<file path="src/design/lz77tsd_pkg.sv">
// lz77tsd_pkg: shared constants, state encoding and control structs for the
// lz77 token stream decoder. No dependencies; every other design file imports it.
`default_nettype none

package lz77tsd_pkg;

   // sizing of the history window and token fields
   localparam int WINDOW_DEPTH = 256;
   localparam int MIN_MATCH    = 4;
   localparam int LENGTH_BITS  = 4;

   localparam int BYTE_W  = 8;
   localparam int PTR_W   = $clog2(WINDOW_DEPTH);
   localparam int FILL_W  = $clog2(WINDOW_DEPTH + 1);
   localparam int BACK_W  = BYTE_W + 1;
   localparam int CMP_W   = (BACK_W > PTR_W + 1) ? BACK_W : PTR_W + 1;
   localparam int MAX_LEN = (1 << LENGTH_BITS) - 1 + MIN_MATCH;
   localparam int LEN_W   = $clog2(MAX_LEN + 1);

   // fixed codes
   localparam logic [BYTE_W-1:0] ESCAPE_RESET    = 8'h24;
   localparam logic [BYTE_W-1:0] ESCAPE_LIT_DIST = 8'h01;

   // controller states, one-hot
   typedef enum logic [4:0] {
      ST_LIT  = 5'b00001,
      ST_HIGH = 5'b00010,
      ST_LOW  = 5'b00100,
      ST_READ = 5'b01000,
      ST_EMIT = 5'b10000
   } state_type;

   // controller to datapath
   typedef struct packed {
      logic load_high;
      logic put_literal;
      logic put_escape;
      logic put_error;
      logic start_copy;
      logic read_hist;
      logic put_copy;
   } cmd_type;

   // datapath to controller
   typedef struct packed {
      logic match_escape;
      logic dist_one;
      logic too_far;
      logic out_free;
      logic copy_final;
   } sts_type;

endpackage

`default_nettype wire

</file>
<file path="src/design/lz77tsd_req_if.sv">
// lz77tsd_req_if: valid/ready channel carrying compressed stream bytes.
// Depends on lz77tsd_pkg for the byte width.
`default_nettype none

interface lz77tsd_req_if;
   import lz77tsd_pkg::*;

   logic              valid;
   logic              ready;
   logic [BYTE_W-1:0] in_byte;

   modport source (output valid, output in_byte, input ready);
   modport sink   (input valid, input in_byte, output ready);
endinterface

`default_nettype wire

</file>
<file path="src/design/lz77tsd_rsp_if.sv">
// lz77tsd_rsp_if: valid/ready channel carrying decompressed bytes and flags.
// Depends on lz77tsd_pkg for the byte width.
`default_nettype none

interface lz77tsd_rsp_if;
   import lz77tsd_pkg::*;

   logic              valid;
   logic              ready;
   logic [BYTE_W-1:0] out_byte;
   logic              last;
   logic              error;

   modport source (output valid, output out_byte, output last, output error, input ready);
   modport sink   (input valid, input out_byte, input last, input error, output ready);
endinterface

`default_nettype wire

</file>
<file path="src/design/lz77_token_stream_decoder.sv">
// lz77_token_stream_decoder: top level joining controller and datapath.
// Depends on lz77tsd_pkg, lz77tsd_req_if, lz77tsd_rsp_if, lz77tsd_ctrl, lz77tsd_dpath.
//
// Decodes an LZ77 token stream one byte per request into decompressed bytes, keeping a
// 256-byte history ring. A literal byte gives one result; the first two bytes of a copy
// token give nothing; the third gives an escape literal or an error result, or starts a
// copy. A copy of length L (4 to 19) then holds off requests until its last byte is
// loaded: each byte takes a registered read of the history ram (ST_READ), then a write
// back and a load of the result register (ST_EMIT), which waits for a free output
// register. A result waits in the output register while the next literal is taken,
// provided the downstream takes it in the same cycle. The history ram needs no clearing
// after reset: the distance check against the fill count keeps reads inside the bytes
// written so far. The escape byte register resets to 0x24 and is written directly
// through csr_wr_en/csr_wr_data.
`default_nettype none

module lz77_token_stream_decoder (
   input  wire logic                           clock,
   input  wire logic                           reset,
   input  wire logic                           csr_wr_en,
   input  wire logic [lz77tsd_pkg::BYTE_W-1:0] csr_wr_data,
   lz77tsd_req_if.sink                         req_ch,
   lz77tsd_rsp_if.source                       rsp_ch
);
   import lz77tsd_pkg::*;

   cmd_type cmd;
   sts_type sts;
   logic    req_ready;

   // control
   lz77tsd_ctrl u_ctrl (
      .clock     (clock),
      .reset     (reset),
      .req_valid (req_ch.valid),
      .req_ready (req_ready),
      .sts       (sts),
      .cmd       (cmd)
   );

   // datapath
   lz77tsd_dpath u_dpath (
      .clock       (clock),
      .reset       (reset),
      .csr_wr_en   (csr_wr_en),
      .csr_wr_data (csr_wr_data),
      .req_byte    (req_ch.in_byte),
      .cmd         (cmd),
      .sts         (sts),
      .rsp_ready   (rsp_ch.ready),
      .rsp_valid   (rsp_ch.valid),
      .rsp_byte    (rsp_ch.out_byte),
      .rsp_last    (rsp_ch.last),
      .rsp_error   (rsp_ch.error)
   );

   assign req_ch.ready = req_ready;

   // no request taken while a history read is in flight
   a_no_req_during_read: assert property (@(posedge clock) disable iff (reset)
      cmd.read_hist |-> !(req_ch.valid && req_ready))
      else $error("request accepted during copy read");

   // history reads and copy writes alternate
   a_read_then_no_read: assert property (@(posedge clock) disable iff (reset)
      cmd.read_hist |=> !cmd.read_hist)
      else $error("back-to-back history reads");

   // at most one result source per cycle
   a_one_result: assert property (@(posedge clock) disable iff (reset)
      $onehot0({cmd.put_literal, cmd.put_escape, cmd.put_error, cmd.put_copy}))
      else $error("more than one result loaded");

   // a result is loaded only into a free output register
   a_result_slot_free: assert property (@(posedge clock) disable iff (reset)
      (cmd.put_literal || cmd.put_escape || cmd.put_error || cmd.put_copy)
         |-> (!rsp_ch.valid || rsp_ch.ready))
      else $error("result overwrote a pending result");

endmodule

`default_nettype wire

</file>
<file path="src/design/lz77tsd_ctrl.sv">
// lz77tsd_ctrl: token parsing and copy sequencing state machine.
// Depends on lz77tsd_pkg; drives commands into lz77tsd_dpath.
`default_nettype none

module lz77tsd_ctrl (
   input  wire logic              clock,
   input  wire logic              reset,
   input  wire logic              req_valid,
   output logic                   req_ready,
   input  wire lz77tsd_pkg::sts_type sts,
   output lz77tsd_pkg::cmd_type   cmd
);
   import lz77tsd_pkg::*;

   state_type state_ff, state_in;
   logic      accept;

   // request side is open in the parsing states; result slot must be free in ST_LIT and ST_LOW
   always_comb begin
      case (state_ff)
         ST_LIT:  req_ready = sts.out_free;
         ST_HIGH: req_ready = 1'b1;
         ST_LOW:  req_ready = sts.out_free;
         default: req_ready = 1'b0;
      endcase
   end

   assign accept = req_valid & req_ready;

   // next state and commands
   always_comb begin
      state_in = state_ff;
      cmd      = '0;
      case (state_ff)
         ST_LIT: begin
            if (accept) begin
               if (sts.match_escape) begin
                  state_in = ST_HIGH;
               end else begin
                  cmd.put_literal = 1'b1;
               end
            end
         end
         ST_HIGH: begin
            if (accept) begin
               cmd.load_high = 1'b1;
               state_in      = ST_LOW;
            end
         end
         ST_LOW: begin
            if (accept) begin
               if (sts.dist_one) begin
                  cmd.put_escape = 1'b1;
                  state_in       = ST_LIT;
               end else if (sts.too_far) begin
                  cmd.put_error = 1'b1;
                  state_in      = ST_LIT;
               end else begin
                  cmd.start_copy = 1'b1;
                  state_in       = ST_READ;
               end
            end
         end
         ST_READ: begin
            cmd.read_hist = 1'b1;
            state_in      = ST_EMIT;
         end
         ST_EMIT: begin
            if (sts.out_free) begin
               cmd.put_copy = 1'b1;
               state_in     = sts.copy_final ? ST_LIT : ST_READ;
            end
         end
         default: begin
            state_in = ST_LIT;
         end
      endcase
   end

   // state register
   always_ff @(posedge clock) begin
      if (reset) begin
         state_ff <= ST_LIT;
      end else begin
         state_ff <= state_in;
      end
   end

endmodule

`default_nettype wire

</file>
<file path="src/design/lz77tsd_dpath.sv">
// lz77tsd_dpath: history ram, pointers, escape register and result register.
// Depends on lz77tsd_pkg; commanded by lz77tsd_ctrl.
`default_nettype none

module lz77tsd_dpath (
   input  wire logic                           clock,
   input  wire logic                           reset,
   input  wire logic                           csr_wr_en,
   input  wire logic [lz77tsd_pkg::BYTE_W-1:0] csr_wr_data,
   input  wire logic [lz77tsd_pkg::BYTE_W-1:0] req_byte,
   input  wire lz77tsd_pkg::cmd_type           cmd,
   output lz77tsd_pkg::sts_type                sts,
   input  wire logic                           rsp_ready,
   output logic                                rsp_valid,
   output logic [lz77tsd_pkg::BYTE_W-1:0]      rsp_byte,
   output logic                                rsp_last,
   output logic                                rsp_error
);
   import lz77tsd_pkg::*;

   logic [BYTE_W-1:0] hist_mem [WINDOW_DEPTH];
   logic [BYTE_W-1:0] rd_data_ff;

   logic [BYTE_W-1:0] esc_ff;
   logic [BYTE_W-1:0] high_ff;
   logic [PTR_W-1:0]  wp_ff, wp_in;
   logic [FILL_W-1:0] fill_ff, fill_in;
   logic [PTR_W-1:0]  src_ff, src_in;
   logic [LEN_W-1:0]  cnt_ff, cnt_in;

   logic              rsp_valid_ff, rsp_valid_in;
   logic [BYTE_W-1:0] rsp_byte_ff, rsp_byte_in;
   logic              rsp_last_ff, rsp_last_in;
   logic              rsp_error_ff, rsp_error_in;

   logic [BYTE_W-1:0] copy_dist;
   logic [BACK_W-1:0] back;
   logic [LEN_W-1:0]  len;
   logic [CMP_W-1:0]  wp_ext, back_ext, src_diff;
   logic              wr_en;
   logic [BYTE_W-1:0] wr_data;
   logic              out_free;

   // token decode from the stored high byte and the current request byte
   assign copy_dist = high_ff | (req_byte >> LENGTH_BITS);
   assign back      = BACK_W'(copy_dist) + BACK_W'(1);
   assign len       = LEN_W'(req_byte[LENGTH_BITS-1:0]) + LEN_W'(MIN_MATCH);
   assign wp_ext    = CMP_W'(wp_ff);
   assign back_ext  = CMP_W'(back);

   // copy source position, wrapped into the window
   always_comb begin
      if (wp_ext >= back_ext) begin
         src_diff = wp_ext - back_ext;
      end else begin
         src_diff = wp_ext + CMP_W'(WINDOW_DEPTH) - back_ext;
      end
   end

   assign out_free = ~rsp_valid_ff | rsp_ready;

   // status to the controller
   always_comb begin
      sts.match_escape = (req_byte == esc_ff);
      sts.dist_one     = (copy_dist == ESCAPE_LIT_DIST);
      sts.too_far      = (back_ext > CMP_W'(fill_ff));
      sts.out_free     = out_free;
      sts.copy_final   = (cnt_ff == LEN_W'(1));
   end

   // history write port
   assign wr_en = cmd.put_literal | cmd.put_escape | cmd.put_copy;
   always_comb begin
      if (cmd.put_copy) begin
         wr_data = rd_data_ff;
      end else if (cmd.put_escape) begin
         wr_data = esc_ff;
      end else begin
         wr_data = req_byte;
      end
   end

   // history ram, registered read
   always_ff @(posedge clock) begin
      if (wr_en) begin
         hist_mem[wp_ff] <= wr_data;
      end
      if (cmd.read_hist) begin
         rd_data_ff <= hist_mem[src_ff];
      end
   end

   // pointer, fill and copy counter next values
   always_comb begin
      wp_in   = wp_ff;
      fill_in = fill_ff;
      src_in  = src_ff;
      cnt_in  = cnt_ff;
      if (wr_en) begin
         wp_in = (wp_ff == PTR_W'(WINDOW_DEPTH - 1)) ? '0 : wp_ff + PTR_W'(1);
         if (fill_ff != FILL_W'(WINDOW_DEPTH)) begin
            fill_in = fill_ff + FILL_W'(1);
         end
      end
      if (cmd.start_copy) begin
         src_in = src_diff[PTR_W-1:0];
         cnt_in = len;
      end else if (cmd.put_copy) begin
         src_in = (src_ff == PTR_W'(WINDOW_DEPTH - 1)) ? '0 : src_ff + PTR_W'(1);
         cnt_in = cnt_ff - LEN_W'(1);
      end
   end

   // result register
   always_comb begin
      rsp_valid_in = rsp_valid_ff;
      rsp_byte_in  = rsp_byte_ff;
      rsp_last_in  = rsp_last_ff;
      rsp_error_in = rsp_error_ff;
      if (cmd.put_literal | cmd.put_escape | cmd.put_copy | cmd.put_error) begin
         rsp_valid_in = 1'b1;
         rsp_byte_in  = cmd.put_error ? '0 : wr_data;
         rsp_last_in  = cmd.put_copy ? sts.copy_final : 1'b1;
         rsp_error_in = cmd.put_error;
      end else if (rsp_ready) begin
         rsp_valid_in = 1'b0;
      end
   end

   // control registers
   always_ff @(posedge clock) begin
      if (reset) begin
         esc_ff       <= ESCAPE_RESET;
         high_ff      <= '0;
         wp_ff        <= '0;
         fill_ff      <= '0;
         rsp_valid_ff <= 1'b0;
      end else begin
         if (csr_wr_en) begin
            esc_ff <= csr_wr_data;
         end
         if (cmd.load_high) begin
            high_ff <= req_byte;
         end
         wp_ff        <= wp_in;
         fill_ff      <= fill_in;
         rsp_valid_ff <= rsp_valid_in;
      end
   end

   // payload registers
   always_ff @(posedge clock) begin
      src_ff       <= src_in;
      cnt_ff       <= cnt_in;
      rsp_byte_ff  <= rsp_byte_in;
      rsp_last_ff  <= rsp_last_in;
      rsp_error_ff <= rsp_error_in;
   end

   assign rsp_valid = rsp_valid_ff;
   assign rsp_byte  = rsp_byte_ff;
   assign rsp_last  = rsp_last_ff;
   assign rsp_error = rsp_error_ff;

endmodule

`default_nettype wire

</file>
<file path="src/flat_wrapper.sv">
// flat-port wrapper written by rule: the top's interface ports become plain ports
module lz77_token_stream_decoder_flat import lz77tsd_pkg::*;
  (clock, reset, csr_wr_en, csr_wr_data, req_ch_valid, req_ch_in_byte, req_ch_ready, rsp_ch_valid, rsp_ch_out_byte, rsp_ch_last, rsp_ch_error, rsp_ch_ready);
  lz77tsd_req_if req_ch_i ();
  lz77tsd_rsp_if rsp_ch_i ();
  input  wire logic clock;
  input  wire logic reset;
  input  wire logic csr_wr_en;
  input  wire logic [lz77tsd_pkg::BYTE_W-1:0] csr_wr_data;
  input wire logic [$bits(req_ch_i.valid)-1:0] req_ch_valid;
  input wire logic [$bits(req_ch_i.in_byte)-1:0] req_ch_in_byte;
  output wire logic [$bits(req_ch_i.ready)-1:0] req_ch_ready;
  output wire logic [$bits(rsp_ch_i.valid)-1:0] rsp_ch_valid;
  output wire logic [$bits(rsp_ch_i.out_byte)-1:0] rsp_ch_out_byte;
  output wire logic [$bits(rsp_ch_i.last)-1:0] rsp_ch_last;
  output wire logic [$bits(rsp_ch_i.error)-1:0] rsp_ch_error;
  input wire logic [$bits(rsp_ch_i.ready)-1:0] rsp_ch_ready;
  assign req_ch_i.valid = req_ch_valid;
  assign req_ch_i.in_byte = req_ch_in_byte;
  assign req_ch_ready = req_ch_i.ready;
  assign rsp_ch_valid = rsp_ch_i.valid;
  assign rsp_ch_out_byte = rsp_ch_i.out_byte;
  assign rsp_ch_last = rsp_ch_i.last;
  assign rsp_ch_error = rsp_ch_i.error;
  assign rsp_ch_i.ready = rsp_ch_ready;
  lz77_token_stream_decoder u_core (.clock(clock), .reset(reset), .csr_wr_en(csr_wr_en), .csr_wr_data(csr_wr_data), .req_ch(req_ch_i), .rsp_ch(rsp_ch_i));
endmodule
</file>
<file path="config.mk">
export PLATFORM = sky130hd
export DESIGN_NAME = lz77_token_stream_decoder_flat
export DESIGN_NICKNAME = d
export VERILOG_FILES = /design/src/design/lz77tsd_pkg.sv /design/src/design/lz77tsd_req_if.sv /design/src/design/lz77tsd_rsp_if.sv /design/src/design/lz77_token_stream_decoder.sv /design/src/design/lz77tsd_ctrl.sv /design/src/design/lz77tsd_dpath.sv /design/src/flat_wrapper.sv
export SDC_FILE = /design/constraint.sdc
export NUM_CORES = 2
export LEC_CHECK = 0
export ABC_AREA = 1
export BUFFER_PORTS_ARGS = -buffer_cell sky130_fd_sc_hd__buf_2
export CORE_MARGIN = 2
export CORE_UTILIZATION = 41
export DETAILED_ROUTE_END_ITERATION = 7
export MAX_ROUTING_LAYER = met4
export PLACE_DENSITY = 0.6
export SYNTH_ARGS = -nofsm -noshare
export SYNTH_HDL_FRONTEND = slang
export SYNTH_SLANG_ARGS = --single-unit
</file>
<file path="constraint.sdc">
create_clock -name clock -period 12.39 [get_ports clock]
set_input_delay 3.0975 -clock clock [delete_from_list [all_inputs] [get_ports clock]]
set_output_delay 3.0975 -clock clock [all_outputs]
set_load 0.01 [all_outputs]
</file>
After elaboration in Yosys (flattened, before gate mapping)
Memory sizes are Yosys's and may differ from the RTL's. A register that Yosys moved wholly into a read port is not among the register bits.
Index checks and enable logic that the tools add are counted.
{"block": "word_totals", "register_bits": 62, "ram_bits": 2048, "input_bits": 21, "output_inout_bits": 12, "memories": 1}
{"block": "op_classes", "addsub": 9, "order_cmp": 2, "eq_ne": 16, "n_mux": 37, "bitwise": 7, "reduce_logical": 5}
{"memory": "u_core.u_dpath.hist_mem", "depth": 256, "width": 8, "rd": 1, "rd_ports_with_merged_regs": 1, "wr": 1, "line": "lz77tsd_dpath.sv:21", "source": "logic [BYTE_W-1:0] hist_mem [WINDOW_DEPTH];"}
{"operator": "$mux 8", "count": 7}
{"operator": "$mux 5", "count": 8}
{"operator": "$pmux 5 s5", "count": 1}
{"operator": "$add 8x1->8 const B", "count": 3}
{"operator": "$eq 8x8->1 const B", "count": 2}
{"operator": "$sub 8x8->8", "count": 2}
{"operator": "$mux 1", "count": 15}
{"operator": "$eq 5x1->1 const B", "count": 2}
{"operator": "$add 8x1->9 const B", "count": 1}
{"operator": "$add 9x1->9 const B", "count": 1}
{"operator": "$ge 8x9->1", "count": 1}
{"operator": "$gt 9x9->1", "count": 1}
{"operator": "$ne 9x9->1 const B", "count": 1}
{"operator": "$eq 8x1->1 const B", "count": 1}
{"operator": "$eq 8x8->1", "count": 1}
{"operator": "$mux 4", "count": 2}
{"operator": "$ne 2x2->1 const B", "count": 4}
{"operator": "$or 8x4->8", "count": 1}
{"operator": "$mux 3", "count": 2}
{"operator": "$add 4x3->5 const B", "count": 1}
{"operator": "$eq 5x2->1 const B", "count": 1}
{"operator": "$eq 5x3->1 const B", "count": 1}
{"operator": "$eq 5x4->1 const B", "count": 1}
{"operator": "$eq 5x5->1 const B", "count": 1}
{"operator": "11 further kinds", "count": 15}

Depth between registers and ports, before layout
{"block": "logic_depth", "depth_word": 11, "ltp_mapped": 22}

By module
Synthesis repeated with hierarchy kept, for this count alone.
{"block": "hier_totals", "cells_unflattened": 7741, "hier_area_um2": 87641.6}
{"module": "lz77tsd_dpath", "n_inst": 1, "cells_per_inst": 7669, "area_each_um2": 87212.4}
{"module": "lz77tsd_ctrl", "n_inst": 1, "cells_per_inst": 72, "area_each_um2": 429.2}

Worst setup path after synthesis
Ideal clock, no wire load.
{"block": "synth_path", "path_type": "input port to flip-flop", "from": "input req_ch_in_byte[5]", "to": "memory u_core.u_dpath.hist_mem[0][0], data pin", "arrival_ps": 10349, "slack_ps": 580, "stages": 7, "n_path_buf": 0, "path_cell_list": "nor2_1 > nand2_1 > nor4_1 > nand3_1 > nand2_1 > o21ai_0 > o21ai_1"}
{"block": "synth_between", "elab_chain_cells": 7}
{"element": "start, declared", "line": "flat_wrapper.sv:11", "source": "input wire logic [$bits(req_ch_i.in_byte)-1:0] req_ch_in_byte;"}
{"element": "$or 8x4->8", "line": "lz77tsd_dpath.sv:45", "source": "assign copy_dist = high_ff | (req_byte >> LENGTH_BITS);"}
{"element": "$eq 8x1->1", "line": "lz77tsd_dpath.sv:65", "source": "sts.dist_one = (copy_dist == ESCAPE_LIT_DIST);"}
{"element": "$mux 1", "line": "lz77tsd_ctrl.sv:52", "source": "if (sts.dist_one) begin"}
{"element": "$mux 3", "line": "lz77tsd_ctrl.sv:51", "source": "if (accept) begin"}
{"element": "$mux 3", "line": "lz77tsd_ctrl.sv:34", "source": "case (state_ff)"}
{"element": "$mux 8", "line": "lz77tsd_dpath.sv:76", "source": "end else if (cmd.put_escape) begin"}
{"element": "$mux 8", "line": "lz77tsd_dpath.sv:74", "source": "if (cmd.put_copy) begin"}
{"element": "named net u_core.u_dpath.wr_data[0]", "line": "lz77tsd_dpath.sv:41", "source": "logic [BYTE_W-1:0] wr_data;"}
{"element": "end, declared", "line": "lz77tsd_dpath.sv:21"}
The timed path passes the listed nets, and every way through them passes these cells.

Worst setup path in the final report
{"block": "layout_path", "from": "input rsp_ch_ready", "to": "output req_ch_ready"}
{"block": "layout_between", "elab_chain_cells": 2}
{"element": "start, declared", "line": "flat_wrapper.sv:17", "source": "input wire logic [$bits(rsp_ch_i.ready)-1:0] rsp_ch_ready;"}
{"element": "$or 1x1->1", "line": "lz77tsd_dpath.sv:60", "source": "assign out_free = ~rsp_valid_ff | rsp_ready;"}
{"element": "$pmux 1 s2", "line": "lz77tsd_ctrl.sv:20", "source": "case (state_ff)"}
{"element": "end, declared", "line": "flat_wrapper.sv:12", "source": "output wire logic [$bits(req_ch_i.ready)-1:0] req_ch_ready;"}
Every way passes these cells.

==> flow_summary.json <==
{
  "synth_edf_count": 2079,
  "worstSetupEndpointType": "output pin",
  "cts.path.max_buffers": 3,
  "grt_pass1_vias": 55060,
  "synth.most_common_cell": "edfxtp_1",
  "period_share_pct": 55.73,
  "critPathKind": "primary input to output pin",
  "hp-class": "flop to flop",
  "ys_seq_area_share_pct": 72.78,
  "ff2ff_setup_slack_ps": 7150,
  "drc_errors": 0,
  "wl_um": 243100,
  "cts_buffers": 204,
  "whs_path_depth": 2,
  "fin_util_pct": 45.71,
  "clock-root-buffer": "clkbuf_16",
  "ys_types": 36,
  "syn_area_um2": 86850,
  "h-tree-depth": 4,
  "nets": 7143,
  "layout-drive-gt1-share_pct": 6.309,
  "hold_viol": 0,
  "firstDrtPassIters": 6,
  "tns_ps": 0,
  "power_mw": 14.72,
  "drv_slew": 0,
  "clk_pin_slew_worst_paths_ps": 50,
  "maxCapViolations": 0,
  "relSlewSlack_pct": 16.57,
  "ant_nets": 0,
  "period_needed_ps": 6905,
  "gr-total-overflow": 0,
  "worstSetupStartpointType": "primary input",
  "portBuffers": 32,
  "cts_setup_buffers": 0,
  "finalSetupViolCount": 0,
  "rr_worst_depth": 14,
  "drt-initial-drc-count": 6899,
  "cts_resized": 0,
  "cts_sinks": 2118,
  "synth_flop_cell": "edfxtp_1",
  "syn_nets": 7294,
  "num_vias": 56520,
  "reg2reg_to": "u_core.u_dpath.rd_data_ff[7]",
  "run_status": "complete, no violations",
  "hold_end": "u_core.u_dpath.fill_ff[7]",
  "dieHeight_um": 464.3,
  "ir_drop_mv": 0.1298,
  "area_delta_synth_final_pct": 10.52,
  "synth_commonest_cells": "2079 x edfxtp_1, 1403 x nand2_1, 1081 x nor2_1, 756 x o21ai_0, 325 x a21oi_1",
  "leakage_nw": 32.11,
  "ios": 33,
  "post_drt_wl_per_cell_um": 24.11,
  "dp_hpwl_um": 137500,
  "rsz0062_at_grt": "no",
  "core_area_um2": 210000,
  "avgSynthCellArea_um2": 11.98,
  "worst_pin_slew_ps": 1251,
  "async_flop_share_pct": 0,
  "synth.top_cells.by_area": "edfxtp_1 72%, nand2_1 6.1%, nor2_1 4.7%",
  "postCtsHoldBufs": 0,
  "die_width_um": 464.3,
  "cts_tree": "done",
  "yosysWarningCount": 0,
  "die_area_um2": 215500,
  "fmax_mhz": 144.8,
  "antenna_found_initial": 5,
  "holdCritStartpoint": "u_core.u_dpath.fill_ff[7]",
  "yosys_register_bits": 2118,
  "place.gp.congestion": 0.8986,
  "reg2reg_from": "u_core.u_dpath.src_ff[0]",
  "grt_use_total_pct": 22.68,
  "p_per_area_nw_per_um2": 153.4,
  "fin_skew_ps": 57.02,
  "rows": 168,
  "clock_latency_ps": 870,
  "synthCells": 7247,
  "via_per_inst": 5.605,
  "start_util_pct": 41.36,
  "synth_top_area_share_pct": 71.88,
  "crit_fanout": 4,
  "synth_top_area_cell": "edfxtp_1",
  "grt_pass1_wl_um": 356800,
  "required_ps": 9290,
  "grt_max_degree": 236,
  "startpoint": "rsp_ch_ready",
  "arrival_ps": 3810
}
==> final cells by class <==
class	instances	area [um2]
fillers	18700	114000
flip-flops and latches	2118	63210
multi-input cells	4493	20910
clock buffers	238	5285
well taps	2805	3510
clock inverters	147	1488
repair buffers	106	903.4
inverters	173	675.6
diodes	3	7.507
==> stage by stage <==
step           area [um2]  instances  hold WS (ps)  setup WS (ps)
6_report            95990      10080         474.0           5485
5_1_grt             95990      10080         499.5           5423
4_1_cts             95980      10080         473.2           5501
3_5_place_dp        89210       9695         464.4           5323
3_3_place_gp        89210       9695         454.7           5379
2_1_floorplan       86850       7247         440.9          579.7
==> state kept, by name, summed over array words and instances, names as in the netlist <==
register,flops
u_core.u_dpath.hist_mem,2048
u_core.u_dpath.fill_ff,9
u_core.u_dpath.esc_ff,8
u_core.u_dpath.high_ff,8
u_core.u_dpath.rd_data_ff,8
u_core.u_dpath.rsp_byte,8
u_core.u_dpath.src_ff,8
u_core.u_dpath.wp_ff,8
u_core.u_ctrl.state_ff,5
u_core.u_dpath.cnt_ff,5
u_core.u_dpath.rsp_error,1
u_core.u_dpath.rsp_last,1
u_core.u_dpath.rsp_valid,1
==> how the worst max path moves through the flow <==
stage,end,cells past startpoint,slack (ps)
after floorplan,u_core.u_dpath.hist_mem[0][0],7,580
after global placement,u_core.u_dpath.hist_mem[18][5],7,5380
after detailed placement,u_core.u_dpath.hist_mem[18][5],7,5320
after CTS,req_ch_ready,4,5500
after global routing,req_ch_ready,4,5420
final,req_ch_ready,4,5480
==> critical path: stages <==
cell     delay (ps)
buf_2           100
nor2_1          300
a21oi_1         150
buf_2           160
==> power by group <==
part	total, mW	internal [mW]	switching, mW
clock	6.32	3.60	2.72
sequential	7.94	7.91	0.0269
combinational	0.470	0.0850	0.385
==> routing by layer <==
metal,global-route usage (%),wire length [um]
met1,30.21,101600
met2,35.16,113000
met3,3.934,19920
met4,7.941,8590
met5,-,0
==> placed cells by master, fill, tap and decap left out, types with 5 or more instances in the layout <==
cell type / instances
nand2_2: 9
a21boi_0: 193
nand4_1: 11
inv_1: 162
clkinv_1: 46
buf_12: 15
xor2_1: 17
clkinvlp_4: 12
buf_4: 59
nand3_1: 243
nor3_1: 10
clkinv_2: 54
o21ai_0: 756
nand2_1: 1398
bufinv_16: 26
o22ai_1: 266
dfxtp_1: 39
a21oi_1: 325
clkbuf_16: 206
nor2_1: 1080
mux2i_1: 51
edfxtp_1: 2079
or2_2: 8
o21ai_4: 5
ha_1: 25
clkbuf_1: 31
o21ai_1: 68
buf_2: 32
inv_6: 5
==> cells by family after synthesis <==
family | count (synthesis) | synth area share (%)
adder cells (fa/ha/maj) | 26 | 0.3832
AND/OR/NAND/NOR | 2780 | 12.52
multiplexers | 51 | 0.5878
flip-flops | 2118 | 72.78
AO/OA/AOI/OAI | 1615 | 10.25
XOR/XNOR | 21 | 0.2118
buffers and inverters | 636 | 3.267
Note: power is estimated with default switching activity, not from simulation.
